`src/hdl/hdc_pkg.sv`:
```
// shared types and constants of the heater duty controller
package hdc_pkg;

  localparam int RAW_W      = 12;
  localparam int DEG_W      = 8;
  localparam int TARGET_W   = 8;
  localparam int FS_W       = 10;
  localparam int LEVEL_W    = 11;
  localparam int ACC_W      = 12;
  localparam int ERR_W      = 9;
  localparam int CFG_IDX_W  = 2;
  localparam int CFG_DATA_W = 10;
  localparam int IN_DATA_W  = 16;
  localparam int OUT_DATA_W = 24;

  localparam logic [ACC_W-1:0]           ACC_TOP        = '1;
  localparam logic signed [TARGET_W-1:0] TARGET_HIGH_RST = 8'sd70;
  localparam logic signed [TARGET_W-1:0] TARGET_LOW_RST  = 8'sd0;
  localparam logic [FS_W-1:0]            FULL_SCALE_RST = 10'd256;

  typedef enum logic [CFG_IDX_W-1:0] {
    CFG_TARGET_HIGH = 2'd0,
    CFG_TARGET_LOW  = 2'd1,
    CFG_FULL_SCALE  = 2'd2
  } cfg_idx_t;

  typedef struct packed {
    logic signed [TARGET_W-1:0] target_high;
    logic signed [TARGET_W-1:0] target_low;
    logic [FS_W-1:0]            full_scale;
  } cfg_t;

endpackage

```
`src/hdl/hdc_cfg_regs.sv`:
```
// configuration register file of the heater duty controller
module hdc_cfg_regs (
  input  logic                           clk,
  input  logic                           rst_n,
  input  logic                           wr_en,
  input  logic [hdc_pkg::CFG_IDX_W-1:0]  wr_index,
  input  logic [hdc_pkg::CFG_DATA_W-1:0] wr_data,
  output hdc_pkg::cfg_t                  cfg
);
  import hdc_pkg::*;

  cfg_t cfg_r;

  always_ff @(posedge clk) begin
    if (!rst_n) begin
      cfg_r.target_high <= TARGET_HIGH_RST;
      cfg_r.target_low  <= TARGET_LOW_RST;
      cfg_r.full_scale  <= FULL_SCALE_RST;
    end else if (wr_en) begin
      case (wr_index)
        CFG_TARGET_HIGH: cfg_r.target_high <= $signed(wr_data[TARGET_W-1:0]);
        CFG_TARGET_LOW:  cfg_r.target_low  <= $signed(wr_data[TARGET_W-1:0]);
        CFG_FULL_SCALE:  cfg_r.full_scale  <= wr_data[FS_W-1:0];
        default: ;
      endcase
    end
  end

  assign cfg = cfg_r;

endmodule

```
`src/hdl/hdc_duty_core.sv`:
```
// per-tick duty accumulator and pd level update with its state registers
module hdc_duty_core (
  input  logic                              clk,
  input  logic                              rst_n,
  input  logic                              step_en,
  input  logic signed [hdc_pkg::RAW_W-1:0]  raw_reading,
  input  logic                              select_high,
  input  hdc_pkg::cfg_t                     cfg,
  output logic                              heater_on,
  output logic [hdc_pkg::LEVEL_W-1:0]       drive_level,
  output logic signed [hdc_pkg::DEG_W-1:0]  measured_degrees
);
  import hdc_pkg::*;

  logic [ACC_W-1:0]          acc_r, acc_nxt;
  logic [LEVEL_W-1:0]        level_r, level_nxt;
  logic signed [ERR_W-1:0]   e1_r, e1_nxt;

  logic signed [RAW_W-1:0]    raw_adj;
  logic signed [DEG_W-1:0]    degrees;
  logic signed [TARGET_W-1:0] target;
  logic signed [ERR_W-1:0]    err;
  logic [ACC_W:0]             sum;
  logic [ACC_W-1:0]           sum_sat;
  logic signed [ERR_W:0]      e_sum, e_half, e_diff;
  logic signed [ACC_W-1:0]    tot, step;
  logic signed [ACC_W:0]      nl;
  logic signed [ACC_W:0]      fs_plus1;

  always_comb begin
    // whole degrees, truncated toward zero
    raw_adj = raw_reading + (raw_reading[RAW_W-1] ? 12'sd15 : 12'sd0);
    degrees = raw_adj[RAW_W-1:4];
    target  = select_high ? cfg.target_high : cfg.target_low;
    err     = $signed({target[TARGET_W-1], target}) - $signed({degrees[DEG_W-1], degrees});

    // duty accumulator, saturating before the modulus compare
    sum     = {1'b0, acc_r} + {2'b00, level_r};
    sum_sat = sum[ACC_W] ? ACC_TOP : sum[ACC_W-1:0];
    heater_on = sum_sat > {2'b00, cfg.full_scale};
    acc_nxt = heater_on ? sum_sat - {2'b00, cfg.full_scale} : sum_sat;

    // pd step, each halving truncated toward zero
    e_sum  = $signed({e1_r[ERR_W-1], e1_r}) + $signed({err[ERR_W-1], err});
    e_half = (e_sum + (e_sum[ERR_W] ? 10'sd1 : 10'sd0)) >>> 1;
    e_diff = $signed({err[ERR_W-1], err}) - $signed({e1_r[ERR_W-1], e1_r});
    tot    = $signed({{3{err[ERR_W-1]}}, err}) + $signed({{2{e_half[ERR_W]}}, e_half})
           + $signed({{2{e_diff[ERR_W]}}, e_diff});
    step   = (tot + (tot[ACC_W-1] ? 12'sd1 : 12'sd0)) >>> 1;
    nl     = $signed({2'b00, level_r}) + $signed({step[ACC_W-1], step});
    fs_plus1 = $signed({3'b000, cfg.full_scale} + 13'd1);

    level_nxt = level_r;
    e1_nxt    = e1_r;
    if (degrees != target) begin
      if (e1_r == '0) begin
        e1_nxt = err;
      end else begin
        e1_nxt = '0;
        if (nl < 0) begin
          level_nxt = '0;
        end else if (nl > fs_plus1) begin
          level_nxt = {1'b0, cfg.full_scale};
        end else begin
          level_nxt = nl[LEVEL_W-1:0];
        end
      end
    end

    drive_level      = level_nxt;
    measured_degrees = degrees;
  end

  always_ff @(posedge clk) begin
    if (!rst_n) begin
      acc_r   <= '0;
      level_r <= '0;
      e1_r    <= '0;
    end else if (step_en) begin
      acc_r   <= acc_nxt;
      level_r <= level_nxt;
      e1_r    <= e1_nxt;
    end
  end

endmodule

```
`src/hdl/heater_duty_controller_top.sv`:
```
// top level of the heater duty controller: channels, input and result registers
//
// one control tick enters on the in_ stream: in_tdata carries the signed
// reading in sixteenths of a degree, in_tuser the setpoint select. for every
// tick exactly one result leaves on the out_ stream with the heater bit,
// the updated drive level and the reading in whole degrees.
// a tick is registered in the input register on its input transfer, then
// worked through the accumulator and pd update; its result is registered in
// the output register when the tick advances and sits there until taken, and
// out_tvalid is driven straight from that register.
// one tick per cycle is sustained while out_tready stays high; the only loop
// is the accumulator/level/first-error state, which closes through its own registers.
// when the receiver stalls, the result holds in the output register and the
// input register still takes one more tick; after that in_tready drops
// until out_tready returns, so nothing is lost or repeated.
// the cfg_ channel writes target_high (0), target_low (1) and full_scale (2);
// other indexes are ignored, cfg_ready is always high, writes are meant to
// land while the block is idle.
// reset (rst_n low, synchronous) empties both registers, clears the
// accumulator, level and captured error and loads the register defaults.
module heater_duty_controller_top (
  input  logic                              clk,
  input  logic                              rst_n,
  // input stream
  input  logic                              in_tvalid,
  output logic                              in_tready,
  input  logic [hdc_pkg::IN_DATA_W-1:0]     in_tdata,   // [11:0] raw_reading, [15:12] zero
  input  logic                              in_tuser,   // [0] select_high
  // result stream
  output logic                              out_tvalid,
  input  logic                              out_tready,
  output logic [hdc_pkg::OUT_DATA_W-1:0]    out_tdata,  // [0] heater_on, [11:1] drive_level,
                                                        // [19:12] measured_degrees, [23:20] zero
  // configuration writes
  input  logic                              cfg_valid,
  output logic                              cfg_ready,
  input  logic [hdc_pkg::CFG_IDX_W-1:0]     cfg_index,
  input  logic [hdc_pkg::CFG_DATA_W-1:0]    cfg_data
);
  import hdc_pkg::*;

  cfg_t cfg;

  // input register
  logic                    s1_valid_r;
  logic signed [RAW_W-1:0] s1_raw_r;
  logic                    s1_sel_r;

  // result register
  logic                    out_valid_r;
  logic [OUT_DATA_W-1:0]   out_data_r;

  logic                    advance;
  logic                    heater_on;
  logic [LEVEL_W-1:0]      drive_level;
  logic signed [DEG_W-1:0] measured_degrees;

  // a tick moves on when the result register is empty or being drained
  assign advance   = s1_valid_r && (!out_valid_r || out_tready);
  assign in_tready = !s1_valid_r || advance;
  assign cfg_ready = 1'b1;

  hdc_cfg_regs u_cfg (
    .clk      (clk),
    .rst_n    (rst_n),
    .wr_en    (cfg_valid && cfg_ready),
    .wr_index (cfg_index),
    .wr_data  (cfg_data),
    .cfg      (cfg)
  );

  hdc_duty_core u_core (
    .clk              (clk),
    .rst_n            (rst_n),
    .step_en          (advance),
    .raw_reading      (s1_raw_r),
    .select_high      (s1_sel_r),
    .cfg              (cfg),
    .heater_on        (heater_on),
    .drive_level      (drive_level),
    .measured_degrees (measured_degrees)
  );

  always_ff @(posedge clk) begin
    if (!rst_n) begin
      s1_valid_r <= 1'b0;
    end else if (in_tready) begin
      s1_valid_r <= in_tvalid;
    end
  end

  // payload registers need no reset
  always_ff @(posedge clk) begin
    if (in_tvalid && in_tready) begin
      s1_raw_r <= $signed(in_tdata[RAW_W-1:0]);
      s1_sel_r <= in_tuser;
    end
  end

  always_ff @(posedge clk) begin
    if (!rst_n) begin
      out_valid_r <= 1'b0;
    end else if (advance) begin
      out_valid_r <= 1'b1;
    end else if (out_tready) begin
      out_valid_r <= 1'b0;
    end
  end

  always_ff @(posedge clk) begin
    if (advance) begin
      out_data_r <= {4'b0000, measured_degrees, drive_level, heater_on};
    end
  end

  assign out_tvalid = out_valid_r;
  assign out_tdata  = out_data_r;

endmodule
```
`config.mk`:
```
export PLATFORM = sky130hd
export DESIGN_NAME = heater_duty_controller_top
export DESIGN_NICKNAME = d
export VERILOG_FILES = /design/src/hdl/hdc_pkg.sv /design/src/hdl/hdc_cfg_regs.sv /design/src/hdl/hdc_duty_core.sv /design/src/hdl/heater_duty_controller_top.sv
export SDC_FILE = /design/constraint.sdc
export NUM_CORES = 1
export LEC_CHECK = 0
export BUFFER_PORTS_ARGS = -buffer_cell sky130_fd_sc_hd__buf_2
export CAP_MARGIN = 30
export CORE_MARGIN = 1
export CORE_UTILIZATION = 23
export CTS_BUF_LIST = sky130_fd_sc_hd__clkbuf_4 sky130_fd_sc_hd__clkbuf_8
export CTS_CLUSTER_DIAMETER = 150
export DETAILED_ROUTE_END_ITERATION = 8
export PLACE_DENSITY = 0.42
export SETUP_SLACK_MARGIN = 0.1
export SYNTH_ARGS = -nofsm -noshare
export SYNTH_HDL_FRONTEND = slang
export SYNTH_HIERARCHICAL = 1
export SYNTH_SLANG_ARGS = --single-unit
export TNS_END_PERCENT = 100
```
`constraint.sdc`:
```
create_clock -name clk -period 13.3 [get_ports clk]
set_input_delay 0.665 -clock clk [delete_from_list [all_inputs] [get_ports clk]]
set_output_delay 0.665 -clock clk [all_outputs]
set_load 0.02 [all_outputs]
```
==> key figures <==
STA
  – Setup-failing EPs final: 0
  – Setup Skew: approximately 0.016 ns
  – RSZ-0062 raised after global routing: no
  – Tmin final: between 10 and 15 ns
  – Final period utilization: 91.47%
  – Max Fclk: slightly above 80 MHz
  – Fin. Hold Viols: 0
  – TNS Setup: 0 ns
  – Slew @ Worst Pin: roughly 0.86 ns
  – Tightest slew margin relative to the limit: approximately 42%
  – Max-slew violation count: 0

Die
  – Die ar.: 0.03641 mm²
  – Ports: approximately 60
  – FP Rows: 68
  – Core area: between 0.03 and 0.04 mm²
  – Die height: roughly 190 µm
  – Initial Utilization: a little under a quarter
  – Die X-Extent: 190.8 µm

Worst setup path
  – CP max stage cell: a2111oi_0
  – Crit-path most repeated cell: ha_1
  – Critical Path RT: between 10 and 15 ns
  – Crit path from: s1_raw_r[11]$_DFFE_PP_
  – Reg2reg setup slack: 1.13 ns
  – Delay of the slowest cell on the worst path: 0.68 ns
  – Reg-to-reg startpoint: s1_raw_r[11]$_DFFE_PP_
  – Reg2Reg Capture Point: out_tdata[9]$_DFFE_PP_
  – Critical path arrival: ~12 ns
  – Critical path class: reg2reg
  – Crit path capture type: flip-flop
  – CP Max Fanout: 11
  – R2R depth: 52
  – Startpoint Class: flip-flop

Routing
  – Detail Route Antenna Nets: 0
  – Detailed-route DRC error count: 0
  – First-pass iteration count of the detailed router: 4
  – DR WL/cell: around 16 µm
  – Initial DRC Count: roughly 380
  – Final WL: roughly 23 mm
  – Via density: roughly 4.8
  – Vias: roughly 7,000

Synth
  – Mapped Cells: 928
  – Mapped Area: 0.008199 mm²
  – Syn Area/Cell: 8.835 µm²
  – Ys async rst share: 0%
  – Post-synth EDFFs: 33
  – Register bit total from synthesis: a little over 90
  – Ranking of synthesized cells by area: dfxtp_1, ha_1, edfxtp_1
  – Predominant post-synthesis flop cell: dfxtp_1
  – Sequential area share after synthesis: between 20% and 30%
  – Cell variety after synth: 87
  – Top-area cell type share of the netlist area: between 10% and 20%
  – Synthesis Warnings: 6
  – Synth area leader: dfxtp_1

Placement
  – RD Place Congestion: between 0.7 and 0.8
  – I/O Buffers: a little over 50
  – Final HPWL DP: around 18 mm

Layout
  – Commonest cells after routing, fill and taps aside: nand2_1, ha_1, inv_1, dfxtp_1, o21ai_0
  – Share of layout cells above drive strength 1: 11.64%
  – Area Overhead vs Synth: 10.83%
  – FF/Latch Area: between 0.002 and 0.0025 mm²
  – Multi-input logic area: around 0.0056 mm²
  – Diodes inserted: 0
  – Fillcell total: between 3,000 and 4,000
  – Final #Nets: around 1,100
  – Commonest non-fill, non-tap cell in the layout: nand2_1

Hold path
  – Hold WC Path Type: in2reg
  – Hold depth: 1
  – Hold Path End: s1_raw_r[10]$_DFFE_PP_
  – Hold_sp: in_tdata[10]

Clock network
  – CTS Buf Count: 9
  – Clk buf depth: 2
  – CTS root buffer: clkbuf_8
  – CTS Hold Bufs: 0
  – Clk_lat worst skew: 0.39 ns
  – H-tree Lvls: 3
  – Post-CTS Repair Setup Buffers: 0
  – CTS tree: done
  – CTS Sinks: 93
  – Worst-path clk slew: 0.09 ns
  – Post-CTS sizing: 0

Global routing
  – Gr usage total: between 10% and 20%
  – First-pass GRT wire length: between 30 and 40 mm
  – Largest net degree at the start of global routing: 64
  – Global route total overflow: 0
  – Vias in the first global route: about 6,700
  – Initial antenna violation count: 0

Outcome
  – Status: finished clean

Job
  – Max_cap viols: 0
-- area by class of cell --
cell class / instances / share of cell area (%)
inverters: 64 / 2.644
multi-input cells: 740 / 61.42
clock inverters: 7 / 0.7986
repair buffers: 58 / 3.387
clock buffers: 9 / 1.363
flip-flops and latches: 93 / 24.12
well taps: 455 / 6.265
-- metal layers --
metal,GRT usage [%],wire length [µm]
met4,3.015,343
met1,17.95,11390
met5,0,0
met2,20.04,9980
met3,3.018,972
-- logic make-up after synthesis --
logic type | Yosys count | share of synthesized area, %
AND/OR/NAND/NOR | 285 | 18.24
AO/OA/AOI/OAI | 248 | 21.30
buffers and inverters | 98 | 5.417
adder cells (fa/ha/maj) | 96 | 16.02
flip-flops | 93 | 26.74
XOR/XNOR | 72 | 7.920
multiplexers | 34 | 4.273
other | 2 | 0.09160
-- synthesized netlist by cell type (7+ instances only) --
| cell | count |
|---|---|
| nand3_1 | 25 |
| buf_4 | 8 |
| fa_1 | 15 |
| nand4_1 | 11 |
| nand2b_1 | 7 |
| o211ai_1 | 10 |
| a31oi_1 | 14 |
| nor3_1 | 24 |
| o2111ai_1 | 8 |
| a21oi_1 | 38 |
| nor3b_1 | 9 |
| a22oi_1 | 12 |
| a21o_1 | 16 |
| nor2_1 | 44 |
| a211oi_1 | 15 |
| edfxtp_1 | 33 |
| o21a_1 | 13 |
| nand2_1 | 89 |
| nor2b_1 | 20 |
| nor4_1 | 8 |
| buf_2 | 7 |
| xnor2_1 | 49 |
| or3_1 | 12 |
| mux2i_1 | 26 |
| ha_1 | 81 |
| clkbuf_1 | 15 |
| mux2_2 | 8 |
| o21ai_0 | 53 |
| inv_1 | 64 |
| dfxtp_1 | 60 |
| xor2_1 | 22 |
-- flip-flops by register name, summed over array words and instances (netlist names) --
| name | flops |
|---|---|
| out_tdata | 20 |
| out_tvalid | 1 |
| s1_raw_r | 12 |
| s1_sel_r | 1 |
| s1_valid_r | 1 |
| u_cfg/cfg | 26 |
| u_core/acc_r | 12 |
| u_core/e1_r | 9 |
| u_core/level_r | 11 |
-- stage by stage --
| step | cell area (µm²) | utilization (%) | instances | hold slack, ns | setup WS [ns] |
|---|---|---|---|---|---|
| 5_1_grt | 9087 | 26.11 | 1426 | 0.4009 | 0.1494 |
| 2_1_floorplan | 8210 | - | 931 | 0.4313 | 2.810 |
| 6_report | 9087 | 26.11 | 1426 | 0.4496 | 1.135 |
| 4_1_cts | 9087 | 26.11 | 1426 | 0.4196 | 1.075 |
| 3_3_place_gp | 8884 | 25.53 | 1409 | 0.4415 | 1.124 |
| 3_5_place_dp | 8891 | 25.55 | 1410 | 0.4481 | 1.096 |
-- worst max-delay path, delay by kind of cell (launching register included) --
family | cells | cell delay (ns)
AND/OR/NAND/NOR | 13 | 1.81
buffers and inverters | 4 | 0.59
flip-flops | 1 | 0.52
XOR/XNOR | 6 | 1.40
AO/OA/AOI/OAI | 20 | 4.52
adder cells (fa/ha/maj) | 9 | 3.03
-- how the worst max path moves through the flow --
stage	endpoint	slack, ns
after floorplan	out_tdata[4]$_DFFE_PP_	2.81
after global placement	out_tdata[7]$_DFFE_PP_	1.12
after detailed placement	out_tdata[7]$_DFFE_PP_	1.10
after CTS	out_tdata[7]$_DFFE_PP_	1.07
after global routing	out_tdata[5]$_DFFE_PP_	0.15
final	out_tdata[9]$_DFFE_PP_	1.13
Power is not shown: default switching activity piles up to over one toggle a cycle in this logic, so the estimate is an artifact.
